**src/rtl/cpdm_pkg.sv**
```systemverilog
package cpdm_pkg;

  // Width of the free-running capture counter (16 to 32)
  localparam int COUNT_WIDTH = 32;
  localparam int CW = COUNT_WIDTH;

  // Divider shift register width: widest quotient needed
  localparam int QW = (CW - 6 > 24) ? CW - 6 : 24;
  localparam int NW = $clog2(QW + 1);
  localparam int PW = CW + 14;

  // Quotient bit counts for each division
  localparam int FREQ_N  = 24;
  localparam int DUTY_N  = 15;
  localparam int ON_N    = CW - 6;
  localparam int FREQC_N = 17;
  localparam int DUTYC_N = 8;

  localparam logic [23:0] FREQ_NUM   = 24'd10000000;
  localparam logic [14:0] DUTY_MAX   = 15'd25599;
  localparam logic [13:0] DUTY_SCALE = 14'd10000;
  localparam logic [6:0]  DEC_DIV    = 7'd100;

  typedef enum logic [2:0] {
    ST_IDLE,
    ST_CAPT,
    ST_MUL,
    ST_START,
    ST_WAIT,
    ST_DONE
  } state_t;

  typedef enum logic [2:0] {
    OP_FREQ,
    OP_DUTY,
    OP_ONMS,
    OP_FREQ_C,
    OP_DUTY_C
  } op_t;

  typedef struct packed {
    logic          start;
    logic [CW-1:0] rem0;
    logic [QW-1:0] qr0;
    logic [CW-1:0] dv;
    logic [NW-1:0] n;
  } div_req_t;

  typedef struct packed {
    logic          busy;
    logic          done;
    logic [QW-1:0] quo;
    logic [CW-1:0] rem;
  } div_rsp_t;

  typedef struct packed {
    logic          done;
    logic [CW-1:0] period;
    logic [CW-1:0] on_time;
  } cap_out_t;

endpackage

```
**src/rtl/cpdm_div.sv**
```systemverilog
module cpdm_div
  import cpdm_pkg::*;
(
  input  logic     clk,
  input  logic     rst,
  input  div_req_t req,
  output div_rsp_t rsp
);

  logic          busy;
  logic          done;
  logic [NW-1:0] cnt;
  logic [CW-1:0] rem;
  logic [QW-1:0] qr;
  logic [CW-1:0] dv;

  logic [CW:0] trial;
  logic [CW:0] diff;
  logic        ge;

  // Restoring step: bring down the next dividend bit, subtract if it fits
  assign trial = {rem, qr[QW-1]};
  assign diff  = trial - {1'b0, dv};
  assign ge    = (trial >= {1'b0, dv});

  always_ff @(posedge clk) begin
    if (rst) begin
      busy <= 1'b0;
      done <= 1'b0;
      cnt  <= '0;
    end else begin
      done <= 1'b0;
      if (req.start) begin
        busy <= 1'b1;
        cnt  <= req.n;
      end else if (busy) begin
        cnt <= cnt - NW'(1);
        if (cnt == NW'(1)) begin
          busy <= 1'b0;
          done <= 1'b1;
        end
      end
    end
  end

  always_ff @(posedge clk) begin
    if (req.start) begin
      rem <= req.rem0;
      qr  <= req.qr0;
      dv  <= req.dv;
    end else if (busy) begin
      rem <= ge ? diff[CW-1:0] : trial[CW-1:0];
      qr  <= {qr[QW-2:0], ge};
    end
  end

  assign rsp.busy = busy;
  assign rsp.done = done;
  assign rsp.quo  = qr;
  assign rsp.rem  = rem;

endmodule

```
**src/rtl/cpdm_capture.sv**
```systemverilog
module cpdm_capture
  import cpdm_pkg::*;
(
  input  logic          clk,
  input  logic          rst,
  input  logic          load,
  input  logic          kind,
  input  logic [CW-1:0] cap,
  input  logic [CW-1:0] top,
  output cap_out_t      co
);

  logic          ph1;
  logic          ph2;
  logic          done;
  logic          kind_r;
  logic [CW-1:0] cap_r;
  logic [CW-1:0] early;

  logic          pending;
  logic [CW-1:0] first_rise;
  logic [CW-1:0] second_rise;
  logic [CW-1:0] period;
  logic [CW-1:0] on_time;

  logic [CW-1:0] wrap_add;
  logic [CW-1:0] delta;

  // Difference modulo top + 1; the true value always fits below 2^CW
  assign wrap_add = (cap_r >= early) ? '0 : top + CW'(1);
  assign delta    = cap_r - early + wrap_add;

  always_ff @(posedge clk) begin
    if (rst) begin
      ph1         <= 1'b0;
      ph2         <= 1'b0;
      done        <= 1'b0;
      pending     <= 1'b0;
      first_rise  <= '0;
      second_rise <= '0;
      period      <= '0;
      on_time     <= '0;
    end else begin
      ph1  <= load;
      ph2  <= ph1;
      done <= ph2;
      if (ph2) begin
        if (!kind_r) begin
          if (!pending) begin
            first_rise <= cap_r;
            pending    <= 1'b1;
          end else begin
            second_rise <= cap_r;
            period      <= delta;
            pending     <= 1'b0;
          end
        end else begin
          on_time <= delta;
        end
      end
    end
  end

  always_ff @(posedge clk) begin
    if (load) begin
      kind_r <= kind;
      cap_r  <= cap;
    end else if (ph1) begin
      // Saturate to top and pick the rising capture to measure from
      cap_r <= (cap_r > top) ? top : cap_r;
      early <= (!kind_r || pending) ? first_rise : second_rise;
    end
  end

  assign co.done    = done;
  assign co.period  = period;
  assign co.on_time = on_time;

endmodule

```
**src/rtl/capture_period_duty_meter.sv**
```systemverilog
// Input-capture period and duty meter.
// Slave stream: one item per capture event; s_tuser is the edge kind
// (0 rising, 1 falling), s_tdata the counter value latched at the edge.
// Master stream: one item per event; m_tuser is high once a nonzero period
// has been measured, m_tdata holds frequency, on time and duty, each split
// into a whole part and truncated hundredths. With m_tuser low, m_tdata is 0.
// Config channel: cfg_data writes counter_top; write only while idle.
// Timing: one item at a time; s_tready is low from acceptance until the
// result is loaded into the output register, and the next item can be taken
// in the cycle after that. The result comes from a radix-2 divider, one
// quotient bit per cycle, used for five divisions in turn: 24 + 15 +
// (counter width - 6) + 17 + 8 bits. The duty division is skipped when duty
// saturates, and all divisions are skipped while the period is zero.
// Reset: clears edge state, period and on time, counter_top goes to all
// ones, output empty.
// Stall: a result waits in the output register while the next item is
// accepted and processed; a second result waits until the first is taken.
module capture_period_duty_meter
  import cpdm_pkg::*;
(
  input  logic        clk,
  input  logic        rst,
  input  logic        s_tvalid,
  output logic        s_tready,
  input  logic [31:0] s_tdata,   // capture_value
  input  logic [0:0]  s_tuser,   // kind
  output logic        m_tvalid,
  input  logic        m_tready,
  // freq_whole, freq_hundredths, on_ms_whole, on_ms_hundredths,
  // duty_whole, duty_hundredths
  output logic [71:0] m_tdata,
  output logic [0:0]  m_tuser,   // valid_res
  input  logic        cfg_valid,
  output logic        cfg_ready,
  input  logic [31:0] cfg_data   // counter_top
);

  state_t state;
  state_t state_next;
  op_t    op;

  logic [CW-1:0] top_r;
  logic          load;
  logic          div_go;
  logic          ovf;
  logic          res_valid;

  cap_out_t co;
  div_req_t req;
  div_rsp_t rsp;

  logic [PW-1:0]   prod;
  logic [CW-2:0]   duty_hi;
  logic [23:0]     q;
  logic [14:0]     d;
  logic [16:0]     freq_whole;
  logic [6:0]      freq_h;
  logic [ON_N-1:0] on_whole;
  logic [6:0]      on_h;
  logic [7:0]      duty_w;
  logic [6:0]      duty_h;

  assign cfg_ready = 1'b1;
  assign load      = s_tvalid && s_tready;

  always_ff @(posedge clk) begin
    if (rst) begin
      top_r <= '1;
    end else if (cfg_valid && cfg_ready) begin
      top_r <= cfg_data[CW-1:0];
    end
  end

  cpdm_capture u_capture (
    .clk  (clk),
    .rst  (rst),
    .load (load),
    .kind (s_tuser[0]),
    .cap  (s_tdata[CW-1:0]),
    .top  (top_r),
    .co   (co)
  );

  cpdm_div u_div (
    .clk (clk),
    .rst (rst),
    .req (req),
    .rsp (rsp)
  );

  // Duty quotient would reach 2^15 or more: saturate without dividing
  assign duty_hi = prod[PW-1:DUTY_N];
  assign ovf     = ({1'b0, duty_hi} >= co.period);

  always_comb begin
    req.start = div_go;
    req.rem0  = '0;
    req.qr0   = '0;
    req.dv    = co.period;
    req.n     = NW'(FREQ_N);
    case (op)
      OP_FREQ: begin
        req.qr0 = QW'(FREQ_NUM) << (QW - FREQ_N);
      end
      OP_DUTY: begin
        req.rem0 = CW'(duty_hi);
        req.qr0  = QW'(prod[DUTY_N-1:0]) << (QW - DUTY_N);
        req.n    = NW'(DUTY_N);
      end
      OP_ONMS: begin
        req.rem0 = CW'(co.on_time >> ON_N);
        req.qr0  = QW'(co.on_time[ON_N-1:0]) << (QW - ON_N);
        req.dv   = CW'(DEC_DIV);
        req.n    = NW'(ON_N);
      end
      OP_FREQ_C: begin
        req.rem0 = CW'(q >> FREQC_N);
        req.qr0  = QW'(q[FREQC_N-1:0]) << (QW - FREQC_N);
        req.dv   = CW'(DEC_DIV);
        req.n    = NW'(FREQC_N);
      end
      OP_DUTY_C: begin
        req.rem0 = CW'(d >> DUTYC_N);
        req.qr0  = QW'(d[DUTYC_N-1:0]) << (QW - DUTYC_N);
        req.dv   = CW'(DEC_DIV);
        req.n    = NW'(DUTYC_N);
      end
      default: begin
        req.rem0 = '0;
      end
    endcase
  end

  always_ff @(posedge clk) begin
    if (rst) begin
      state <= ST_IDLE;
    end else begin
      state <= state_next;
    end
  end

  always_comb begin
    state_next = state;
    s_tready   = 1'b0;
    div_go     = 1'b0;
    case (state)
      ST_IDLE: begin
        s_tready = 1'b1;
        if (s_tvalid) begin
          state_next = ST_CAPT;
        end
      end
      ST_CAPT: begin
        if (co.done) begin
          state_next = (co.period == '0) ? ST_DONE : ST_MUL;
        end
      end
      ST_MUL: begin
        state_next = ST_START;
      end
      ST_START: begin
        if (!(op == OP_DUTY && ovf)) begin
          div_go     = 1'b1;
          state_next = ST_WAIT;
        end
      end
      ST_WAIT: begin
        if (rsp.done) begin
          state_next = (op == OP_DUTY_C) ? ST_DONE : ST_START;
        end
      end
      ST_DONE: begin
        if (!m_tvalid || m_tready) begin
          state_next = ST_IDLE;
        end
      end
      default: begin
        state_next = ST_IDLE;
      end
    endcase
  end

  // Step through the divisions
  always_ff @(posedge clk) begin
    if (rst) begin
      op <= OP_FREQ;
    end else if (state == ST_MUL) begin
      op <= OP_FREQ;
    end else if (state == ST_START && op == OP_DUTY && ovf) begin
      op <= OP_ONMS;
    end else if (state == ST_WAIT && rsp.done) begin
      case (op)
        OP_FREQ:   op <= OP_DUTY;
        OP_DUTY:   op <= OP_ONMS;
        OP_ONMS:   op <= OP_FREQ_C;
        OP_FREQ_C: op <= OP_DUTY_C;
        default:   op <= OP_FREQ;
      endcase
    end
  end

  always_ff @(posedge clk) begin
    if (state == ST_CAPT && co.done) begin
      res_valid <= (co.period != '0);
    end
    if (state == ST_MUL) begin
      prod <= co.on_time * DUTY_SCALE;
    end
    if (state == ST_START && op == OP_DUTY && ovf) begin
      d <= DUTY_MAX;
    end
    if (state == ST_WAIT && rsp.done) begin
      case (op)
        OP_FREQ: begin
          q <= rsp.quo[23:0];
        end
        OP_DUTY: begin
          d <= (rsp.quo[14:0] > DUTY_MAX) ? DUTY_MAX : rsp.quo[14:0];
        end
        OP_ONMS: begin
          on_whole <= rsp.quo[ON_N-1:0];
          on_h     <= rsp.rem[6:0];
        end
        OP_FREQ_C: begin
          freq_whole <= rsp.quo[16:0];
          freq_h     <= rsp.rem[6:0];
        end
        OP_DUTY_C: begin
          duty_w <= rsp.quo[7:0];
          duty_h <= rsp.rem[6:0];
        end
        default: begin
          q <= q;
        end
      endcase
    end
  end

  // Output register: load from the done state, hold while stalled
  always_ff @(posedge clk) begin
    if (rst) begin
      m_tvalid <= 1'b0;
    end else if (state == ST_DONE && (!m_tvalid || m_tready)) begin
      m_tvalid <= 1'b1;
    end else if (m_tready) begin
      m_tvalid <= 1'b0;
    end
  end

  always_ff @(posedge clk) begin
    if (state == ST_DONE && (!m_tvalid || m_tready)) begin
      m_tuser <= res_valid;
      if (res_valid) begin
        m_tdata <= {duty_h, duty_w, on_h, 26'(on_whole), freq_h, freq_whole};
      end else begin
        m_tdata <= '0;
      end
    end
  end

`ifndef SYNTH
  a_one_item: assert property (@(posedge clk) disable iff (rst)
    (s_tvalid && s_tready) |=> !s_tready)
    else $error("input accepted while an item is in flight");

  a_div_idle_on_accept: assert property (@(posedge clk) disable iff (rst)
    (s_tvalid && s_tready) |-> !rsp.busy)
    else $error("divider busy when a new item is accepted");

  a_div_done_wait: assert property (@(posedge clk) disable iff (rst)
    rsp.done |-> (state == ST_WAIT))
    else $error("divider finished outside the wait state");

  a_zero_result: assert property (@(posedge clk) disable iff (rst)
    (m_tvalid && !m_tuser[0]) |-> (m_tdata == '0))
    else $error("result without period carries nonzero data");

  a_hundredths: assert property (@(posedge clk) disable iff (rst)
    m_tvalid |-> (m_tdata[23:17] < 7'd100 && m_tdata[56:50] < 7'd100 &&
                  m_tdata[71:65] < 7'd100))
    else $error("hundredths field out of range");
`endif

endmodule
```
**config.mk**
```make
export PLATFORM = sky130hd
export DESIGN_NAME = capture_period_duty_meter
export DESIGN_NICKNAME = d
export VERILOG_FILES = /design/src/rtl/cpdm_pkg.sv /design/src/rtl/cpdm_div.sv /design/src/rtl/cpdm_capture.sv /design/src/rtl/capture_period_duty_meter.sv
export SDC_FILE = /design/constraint.sdc
export NUM_CORES = 1
export LEC_CHECK = 0
export BUFFER_PORTS_ARGS = -buffer_cell sky130_fd_sc_hd__buf_2
export CAP_MARGIN = 20
export CORE_MARGIN = 5
export CORE_UTILIZATION = 25
export CTS_CLUSTER_SIZE = 20
export DETAILED_ROUTE_END_ITERATION = 6
export HOLD_SLACK_MARGIN = 0.15
export PLACE_DENSITY = 0.45
export SKIP_LAST_GASP = 1
export SLEW_MARGIN = 30
export SYNTH_ARGS = -nofsm -noshare
export SYNTH_HDL_FRONTEND = slang
export SYNTH_HIERARCHICAL = 1
export SYNTH_SLANG_ARGS = --single-unit
```
**constraint.sdc**
```tcl
create_clock -name clk -period 7.1 [get_ports clk]
set_input_delay 1.065 -clock clk [delete_from_list [all_inputs] [get_ports clk]]
set_output_delay 1.065 -clock clk [all_outputs]
set_load 0.02 [all_outputs]
```
[Word-level counts from Yosys, hierarchy flattened]
Cells that the tools add are included.
Word-level totals
  memories: 0
  bits in read-only memories: 0
  register bits: 560
  RAM bits: 0
  logic and storage cells: 139
  bits in latches: 0
Operators by class
  bitwise operators: 4
  reductions and logical operators: 35
  equal/unequal tests: 15
  order comparisons: 5
  divide/modulo/power cells: 0
  shift operators: 0
  multiplexer cells: 40
  add/subtract/negate cells: 5
  multipliers: 1
Operators by type and width (count)
  $mux 32: 8
  $pmux 26 s5: 1
  $pmux 31 s4: 1
  $sub 32x32->32: 2
  $mux 15: 4
  $mux 26: 2
  $mul 32x10->42 const B: 1
  $ge 33x32->1: 1
  $add 32x1->32 const B: 1
  $add 32x32->32: 1
  $ge 31x32->1: 1
  $ge 32x32->1: 1
  $gt 32x32->1: 1
  $logic_not 32->1: 1
  $reduce_bool 32->1: 1
  $mux 3: 7
  $pmux 5 s4: 1
  $pmux 3 s6: 1
  $reduce_and 2->1: 8
  $gt 15x15->1 const B: 1
  $eq 3x2->1 const B: 4
  $pmux 3 s4: 1
  $mux 1: 10
  $mux 5: 2
  17 further kinds: 43

[Depth between registers and ports, before layout]
Gate-level depths: netlist (run 1).
  word-level depth: 6
  gate-level depth with buffers: 21

[By module]
The synthesis (run 1) kept the hierarchy.
Modules (own cells, without submodules)
  capture_period_duty_meter: cells each 1429, area each 16125.5 µm², times used 1, seq. area each 7447.1 µm²
  cpdm_capture: cells each 1311, area each 11748.8 µm², times used 1, seq. area each 4594.4 µm²
  cpdm_div: cells each 541, area each 5886.9 µm², times used 1, seq. area each 2842.7 µm²

[Least setup slack after synthesis (run 1)]
OpenSTA, ideal clock, no wires.
  path kind: flip-flop to flip-flop
  from: reg u_capture.period[21]
  to: reg u_div.qr[0], enable pin
  data arrival time: 4.849 ns
  setup time: 0.390 ns
  required time: 6.710 ns
  path slack: 1.860 ns
  stages on the path, launching flop included: 14
  period minus slack after synthesis: 5.240 ns
  cell sequence: dfxtp_1 -> inv_1 -> ha_1 -> a21o_1 -> a21o_1 -> a21oi_1 -> o21ai_0 -> a22o_1 -> a41oi_1 -> nand2_1 -> a21boi_1 -> clkbuf_1 -> clkbuf_1 -> or2_2
Between the ends
  cells in the longest elaborated chain, start to end: 5
Ends and longest elaborated chain
  start: declaration: line cpdm_capture.sv:23  | logic [CW-1:0] period;
  start signal: assignment: line cpdm_capture.sv:54  | period <= delta;
  $ge 31x32->1: line capture_period_duty_meter.sv:93  | assign ovf = ({1'b0, duty_hi} >= co.period);
  $logic_and 1x1->1: line capture_period_duty_meter.sv:162  | if (!(op == OP_DUTY && ovf)) begin
  $mux 1: line capture_period_duty_meter.sv:162
  $mux 1: line capture_period_duty_meter.sv:146  | case (state)
  via div_go: line capture_period_duty_meter.sv:44  | logic div_go;
  $reduce_bool 2->1 (no line)
  end signal: assignment: line cpdm_div.sv:49  | qr <= req.qr0;
  end signal: assignment: line cpdm_div.sv:53  | qr <= {qr[QW-2:0], ge};
  end: declaration: line cpdm_div.sv:14  | logic [QW-1:0] qr;
The timed path passes the listed nets, and every way through them passes these cells.
A chain may end at the register's enable or synchronous reset.

[Final worst setup path (run 1)]
  from: reg u_capture.on_time[4]
  to: reg prod[44], data pin
Between the ends
  cells in the longest elaborated chain, start to end: 1
Ends and longest elaborated chain
  start: declaration: line cpdm_capture.sv:24  | logic [CW-1:0] on_time;
  start signal: assignment: line cpdm_capture.sv:58  | on_time <= delta;
  $mul 32x10->42: line capture_period_duty_meter.sv:207  | prod <= co.on_time * DUTY_SCALE;
  end signal: assignment: line capture_period_duty_meter.sv:207
  end: declaration: line capture_period_duty_meter.sv:52  | logic [PW-1:0] prod;
Every way passes these cells.

==> key figures, run 1 <==
Placement
  – Dpl cells: 5087
  – Post-DP HPWL: 71700 µm
  – GP Congestion: 0.849
  – DP Worst Slack: 1.59 ns
  – Cell Area, Placed: 36500 µm²
  – PortBufs: 144

Clock tree
  – Hold Buf Count CTS: 0
  – Post-CTS Setup Bufs: 0
  – TritonCTS Buffers: 69
  – H-tree depth: 3
  – Sink Count: 560
  – Worst-path clk slew: 0.06 ns
  – Clock root buffer master: clkbuf_16
  – Clk Latency, worst-skew pair: 0.68 ns
  – CTS tree: built
  – Post-CTS resize count: 0
  – Maximum root-to-sink buffer count: 3

Setup path
  – RR Startpoint: u_capture/on_time[4]
  – Crit path launch type: flip-flop
  – Worst path slowest cell: a2111oi_0
  – Data arrival, critical path: 5.89 ns
  – R2R setup slack: 1.60 ns
  – Setup crit start: u_capture/on_time[4]
  – Critical Path RT: 7.49 ns
  – Crit path max-delay family: adder cells
  – Worst-path cell chain: inv_1 > fa_1 > inv_1 > ha_1 > inv_1 > fa_1 > inv_1 > ha_1 > inv_1 > fa_1 > inv_1 > ha_1 > o21a_1 > o2111ai_1 > a2111oi_0 > o21ai_1 > nand2_1 > a31o_1 > nor4bb_1 > a211o_1
  – Worst reg-to-reg path cell count: 20
  – CP peak stage delay: 0.70 ns
  – Crit Path Max Fanout: 5
  – Worst Path Class, Setup: flip-flop to flip-flop
  – Instance count on the critical path: 20
  – Most frequent CP cell: inv_1
  – Crit path buf inv count: 6
  – Reg2reg end: prod[44]
  – Worst Setup EP: prod[44]
  – CP Capture Type: flip-flop

Die
  – Die width: 377 µm
  – Core footprint: 134000 µm²
  – Initial Utilization: 0.252
  – Die area: 142000 µm²
  – Num rows: 134
  – Io pins: 146
  – Die height: 377 µm

Synth
  – Synth Instances: 3280
  – Post-synthesis average cell area: 10.3 µm²
  – Yosys warns: 6
  – Netlist Area Pre-Place: 33800 µm²
  – Post-Syn Nets: 3745

STA
  – Setup TNS: 0 ns
  – Fin. Hold Viols: 0
  – Max-slew violations: 0
  – Rel. slew slack: 0.350
  – Slew @ Worst Pin: 0.975 ns
  – Setup Skew: 0.0496 ns
  – Final setup fails: 0
  – Final WS setup: 1.60 ns
  – Fmax: 182 MHz
  – Hold WS: 0.449 ns
  – Min cycle time layout: 5.50 ns
  – Crit share post-route: 0.774
  – RSZ-0062 raised after global routing: false

Final layout
  – Filler instances: 14058
  – Design area: 38800 µm²
  – Layout cell share with drive strength beyond 1: 0.121
  – Area Growth Syn to Fin: 15.1%
  – Fin nets: 3856
  – N_diodes: 0
  – Non-Filler Instances: 5211

Route
  – Vias: 23346
  – Final antenna-violating net count: 0
  – Final wirelength: 95000 µm
  – Pre-antenna DRT Iters: 5
  – DR iter-0 viols: 1189
  – Wire per inst: 18.2 µm
  – Drt drc: 0
  – Via/cell ratio: 4.48

Global routing
  – All-Layer GR Usage: 0.132
  – Largest net degree at the start of global routing: 74
  – Vias in the first global route: 23646
  – First-pass GRT wire length: 145000 µm
  – Total global routing overflow: 0
  – Initial antenna violation count: 0

Run
  – Number of max-cap violations: 0

Power and ir drop
  – Peak supply drop: 0.226 mV
  – Static leakage power: 16.4 nW
  – Pwr/cell area: 266 nW/µm²

Run status
  – Status: complete, no violations

Min path
  – Hold crit path type: flip-flop to flip-flop
## cell usage in the layout (no fill, tap or decap), types with 14 or more instances in the layout
master / instances
a22o_1: 30
xnor2_1: 89
o21a_1: 14
o21ai_0: 139
clkbuf_1: 17
o211ai_1: 15
nor2_1: 93
mux2_2: 79
ha_1: 280
nand3_1: 40
a211o_1: 41
dfxtp_1: 192
nand2b_1: 20
buf_4: 29
xor2_1: 26
and3_1: 18
and2_1: 106
o21bai_1: 16
a211oi_1: 21
a21oi_1: 192
nand4_1: 40
o21ai_1: 22
a22oi_1: 24
clkbuf_16: 72
nor4_1: 17
nand2_1: 310
nor3_1: 65
edfxtp_1: 367
nor2b_1: 46
fa_1: 115
a21o_1: 61
inv_1: 464
buf_2: 143
## layer usage
layer	global-route usage	vias to the layer above	part of all wire
met4	0.0353	0	0.024
met2	0.205	406	0.44
li1	-	11653	-
met5	0	-	0
met1	0.191	11174	0.50
met3	0.0198	113	0.036
## flip-flops by register name (all words and copies together) (netlist names), 32 cells and up
register and cells:
m_tdata 72, prod 42, top_r 32, u_capture/cap_r 32, u_capture/early 32, u_capture/first_rise 32
u_capture/on_time 32, u_capture/period 32, u_capture/second_rise 32, u_div/dv 32, u_div/rem 32
## tightest hold or removal path: stages (launching register included)
cell     delay (ns)
dfxtp_1        0.32
nand2_1        0.04
o21ai_0        0.05
## final cells by class
class / count / area, µm² / share of cell area
clock buffer: 98 / 1990 / 0.0512
clock inverter: 25 / 329 / 0.00847
inverter: 465 / 1750 / 0.0449
multi-input combinational: 2120 / 16700 / 0.429
sequential: 560 / 14900 / 0.383
tap: 1768 / 2210 / 0.0569
timing repair buffer: 175 / 1010 / 0.0260
## worst min-delay path by stage
stage | startpoint | end | slack [ns] | cells after the start
2_1_floorplan | u_capture/second_rise[0] | u_capture/second_rise[0] | 0.42 | 2
6_report | u_capture/second_rise[12] | u_capture/second_rise[12] | 0.45 | 2
4_1_cts | u_div/qr[24] | on_whole[24] | 0.45 | 0
5_1_grt | u_div/qr[24] | on_whole[24] | 0.47 | 0
3_5_place_dp | u_div/qr[24] | on_whole[24] | 0.44 | 0
3_3_place_gp | u_capture/second_rise[10] | u_capture/second_rise[10] | 0.43 | 2
## through the flow
stage	power [mW]	util
after floorplan	5.90	-
after global placement	6.82	0.272
final	10.3	0.290
after global routing	11.0	0.290
after detailed placement	6.82	0.273
after CTS	10.5	0.290
## power breakdown
part	total, mW	leakage, nW	switching (mW)	internal (mW)
logic	2.92	10.4	1.86	1.07
registers	3.82	4.88	0.164	3.65
clock network	3.60	1.12	1.50	2.09
Note: power is estimated with default switching activity, not from simulation.
==> run 2, diff against run 1 <==
==> constraint.sdc (replaced) <==
create_clock -name clk -period 5.1 [get_ports clk]
set_input_delay 0.765 -clock clk [delete_from_list [all_inputs] [get_ports clk]]
set_output_delay 0.765 -clock clk [all_outputs]
set_load 0.02 [all_outputs]
==> key figures, run 2 (same netlist as run 1, synthesis figures left out) <==
STA
  – Rel. slew slack: 0.385 (+0.0356)
  – Fmax: 203 MHz (+11%)
  – Fin. Hold Viols: 0 (unchanged)
  – Setup Skew: 0.0515 ns (+0.00189 ns)
  – Max-slew violations: 0 (unchanged)
  – Crit share post-route: 0.968 (+0.194)
  – Slew @ Worst Pin: 0.922 ns (-0.0533 ns)
  – Min cycle time layout: 4.94 ns (-0.559 ns)
  – RSZ-0062 raised after global routing: true
  – Final setup fails: 0 (unchanged)

Clock tree
  – Sink Count: 560 (unchanged)
  – Maximum root-to-sink buffer count: 3 (unchanged)
  – CTS tree: built
  – TritonCTS Buffers: 67 (-2.9%)
  – Clk Latency, worst-skew pair: 0.67 ns (about the same)
  – Clock root buffer master: clkbuf_16
  – Worst-path clk slew: 0.06 ns (about the same)
  – H-tree depth: 3 (unchanged)
  – Hold Buf Count CTS: 0 (unchanged)

Power and ir drop
  – Switching pwr: 5.07 mW (+44%)
  – Pwr/cell area: 374 nW/µm² (+40%)
  – Static leakage power: 17.2 nW (+4.5%)
  – Sw Ratio: 0.338 (-0.00305)
  – Peak supply drop: 0.247 mV (+9.0%)
  – Internal: 9.94 mW (+46%)
  – Clock power share: 0.325 (-0.023)
  – Sequential share of power: 0.349 (-0.020)
  – Total power draw: 15.0 mW (+45%)
  – Logic gate share of total power: 0.326 (+0.043)

Final layout
  – Fin nets: 4009 (+4.0%)
  – Largest regs: m_tdata (72), prod (42)
  – Area Growth Syn to Fin: 19.1%
  – Largest register FFs: 72 (unchanged)
  – Non-Filler Instances: 5366 (+3.0%)
  – Most frequent cells in the layout: 457 x inv_1, 367 x edfxtp_1, 307 x nand2_1
  – Layout cell share with drive strength beyond 1: 0.172 (+0.0502)
  – Filler instances: 14087 (+0.21%)
  – Commonest non-fill, non-tap cell in the layout: inv_1
  – Biggest register: m_tdata

Global routing
  – First-pass GRT wire length: 151000 µm (+3.6%)
  – Largest net degree at the start of global routing: 77 (+4.1%)
  – All-Layer GR Usage: 0.136 (+0.00474)
  – Vias in the first global route: 24500 (+3.6%)
  – Total global routing overflow: 0 (unchanged)
  – Initial antenna violation count: 3 (+3)

Route
  – Via/cell ratio: 4.47 (-0.27%)
  – Wire per inst: 18.2 µm (-0.22%)
  – Final wirelength: 97600 µm (+2.7%)
  – Vias: 23975 (+2.7%)
  – Drt drc: 0 (unchanged)
  – DR iter-0 viols: 1236 (+4.0%)
  – Pre-antenna DRT Iters: 5 (unchanged)
  – Final antenna-violating net count: 0 (unchanged)

Setup path
  – Critical Path RT: 5.49 ns (-2.00 ns)
  – Worst Path Class, Setup: flip-flop to flip-flop
  – Data arrival, critical path: 5.33 ns (-0.56 ns)
  – CP Capture Type: flip-flop
  – Crit Path Max Fanout: 5 (unchanged)
  – Crit path launch type: flip-flop

Placement
  – Post-DP HPWL: 74300 µm (+3.7%)
  – GP Congestion: 0.851 (+0.28%)
  – PortBufs: 144 (unchanged)
  – Dpl cells: 5230 (+2.8%)

Die
  – Die height: 377 µm (unchanged)
  – Initial Utilization: 0.252 (unchanged)
  – Die width: 377 µm (unchanged)
  – Num rows: 134 (unchanged)
  – Die area: 142000 µm² (unchanged)
  – Io pins: 146 (unchanged)
  – Core footprint: 134000 µm² (unchanged)

Run status
  – Status: complete, no violations

Min path
  – Hold crit path type: input pin to flip-flop

Run
  – Number of max-cap violations: 0 (unchanged)
run 2: cell count changes in the layout (fill, tap and decap cells not counted), sizes merged:
cell      previous run  this run
buf                175       330
clkbuf              98        89
inv                470       463
clkinv              15        21
clkinvlp             2         8
bufinv               3         5
diode                0         2
run 2: layer usage:
metal | share of wire | track usage
met5 | 0.00010 | 0
met4 | 0.023 | 0.0366
met3 | 0.037 | 0.0207
met2 | 0.44 | 0.215
met1 | 0.50 | 0.196
run 2: critical path, cell delays in order (launching register included):
cell	delay, ns
dfxtp_2	0.39
clkinvlp_4	0.17
fa_1	0.53
inv_1	0.04
ha_1	0.29
fa_1	0.48
ha_1	0.29
inv_1	0.05
fa_1	0.49
inv_1	0.04
ha_1	0.36
a21o_1	0.22
a21o_1	0.25
a221oi_2	0.38
nand2_4	0.14
a311o_1	0.29
a21oi_1	0.18
xnor2_1	0.08
run 2: power groups by stage:
stage,Clock [mW],Sequential [mW],Combinational [mW]
after floorplan,0,5.34,2.87
after global placement,0,5.34,4.76
after detailed placement,0,5.34,4.78
after CTS,5.05,5.24,4.83
after global routing,5.22,5.27,5.47
final,4.87,5.25,4.89
run 2: final timing paths:
path	start	end	slack, ns	cells after the start
worst min-delay path	cfg_data[7]	top_r[7]	0.30	2
worst max register to register	u_capture/on_time[15]	prod[42]	0.16	17
worst min register to register	u_capture/second_rise[17]	u_capture/second_rise[17]	0.45	2
worst max-delay path	u_capture/on_time[15]	prod[42]	0.16	17
run 2: final cells by class:
| cell class | count | area (µm²) | area share |
|---|---|---|---|
| clock buffer | 89 | 1820 | 0.0453 |
| clock inverter | 32 | 379 | 0.00943 |
| timing repair buffer | 330 | 2200 | 0.0549 |
| antenna | 2 | 5.00 | 0.000125 |
| sequential | 560 | 14900 | 0.371 |
| inverter | 465 | 1760 | 0.0439 |
| tap | 1768 | 2210 | 0.0550 |
| multi-input combinational | 2120 | 16900 | 0.421 |
run 2: repair_timing:
| action | in CTS | in global routing |
|---|---|---|
| endpoints found under the setup margin | 30 | 41 |
| pin swaps | 1 | 17 |
| gates resized for setup | 9 | 49 |
| buffers inserted | 5 | 7 |
run 2: metrics by stage:
step | setup slack [ns] | hold slack, ns | instance area [µm²] | utilization | TNS, ns
6_report | 0.163 | 0.299 | 40200 | 0.300 | 0
5_1_grt | -0.107 | 0.260 | 40200 | 0.300 | -0.179
4_1_cts | -0.0636 | 0.232 | 39900 | 0.298 | -0.0944
3_5_place_dp | -0.140 | 0.433 | 37600 | 0.281 | -1.65
3_3_place_gp | -0.108 | 0.431 | 37500 | 0.281 | -0.846
2_1_floorplan | 0.148 | 0.421 | 33800 | - | 0
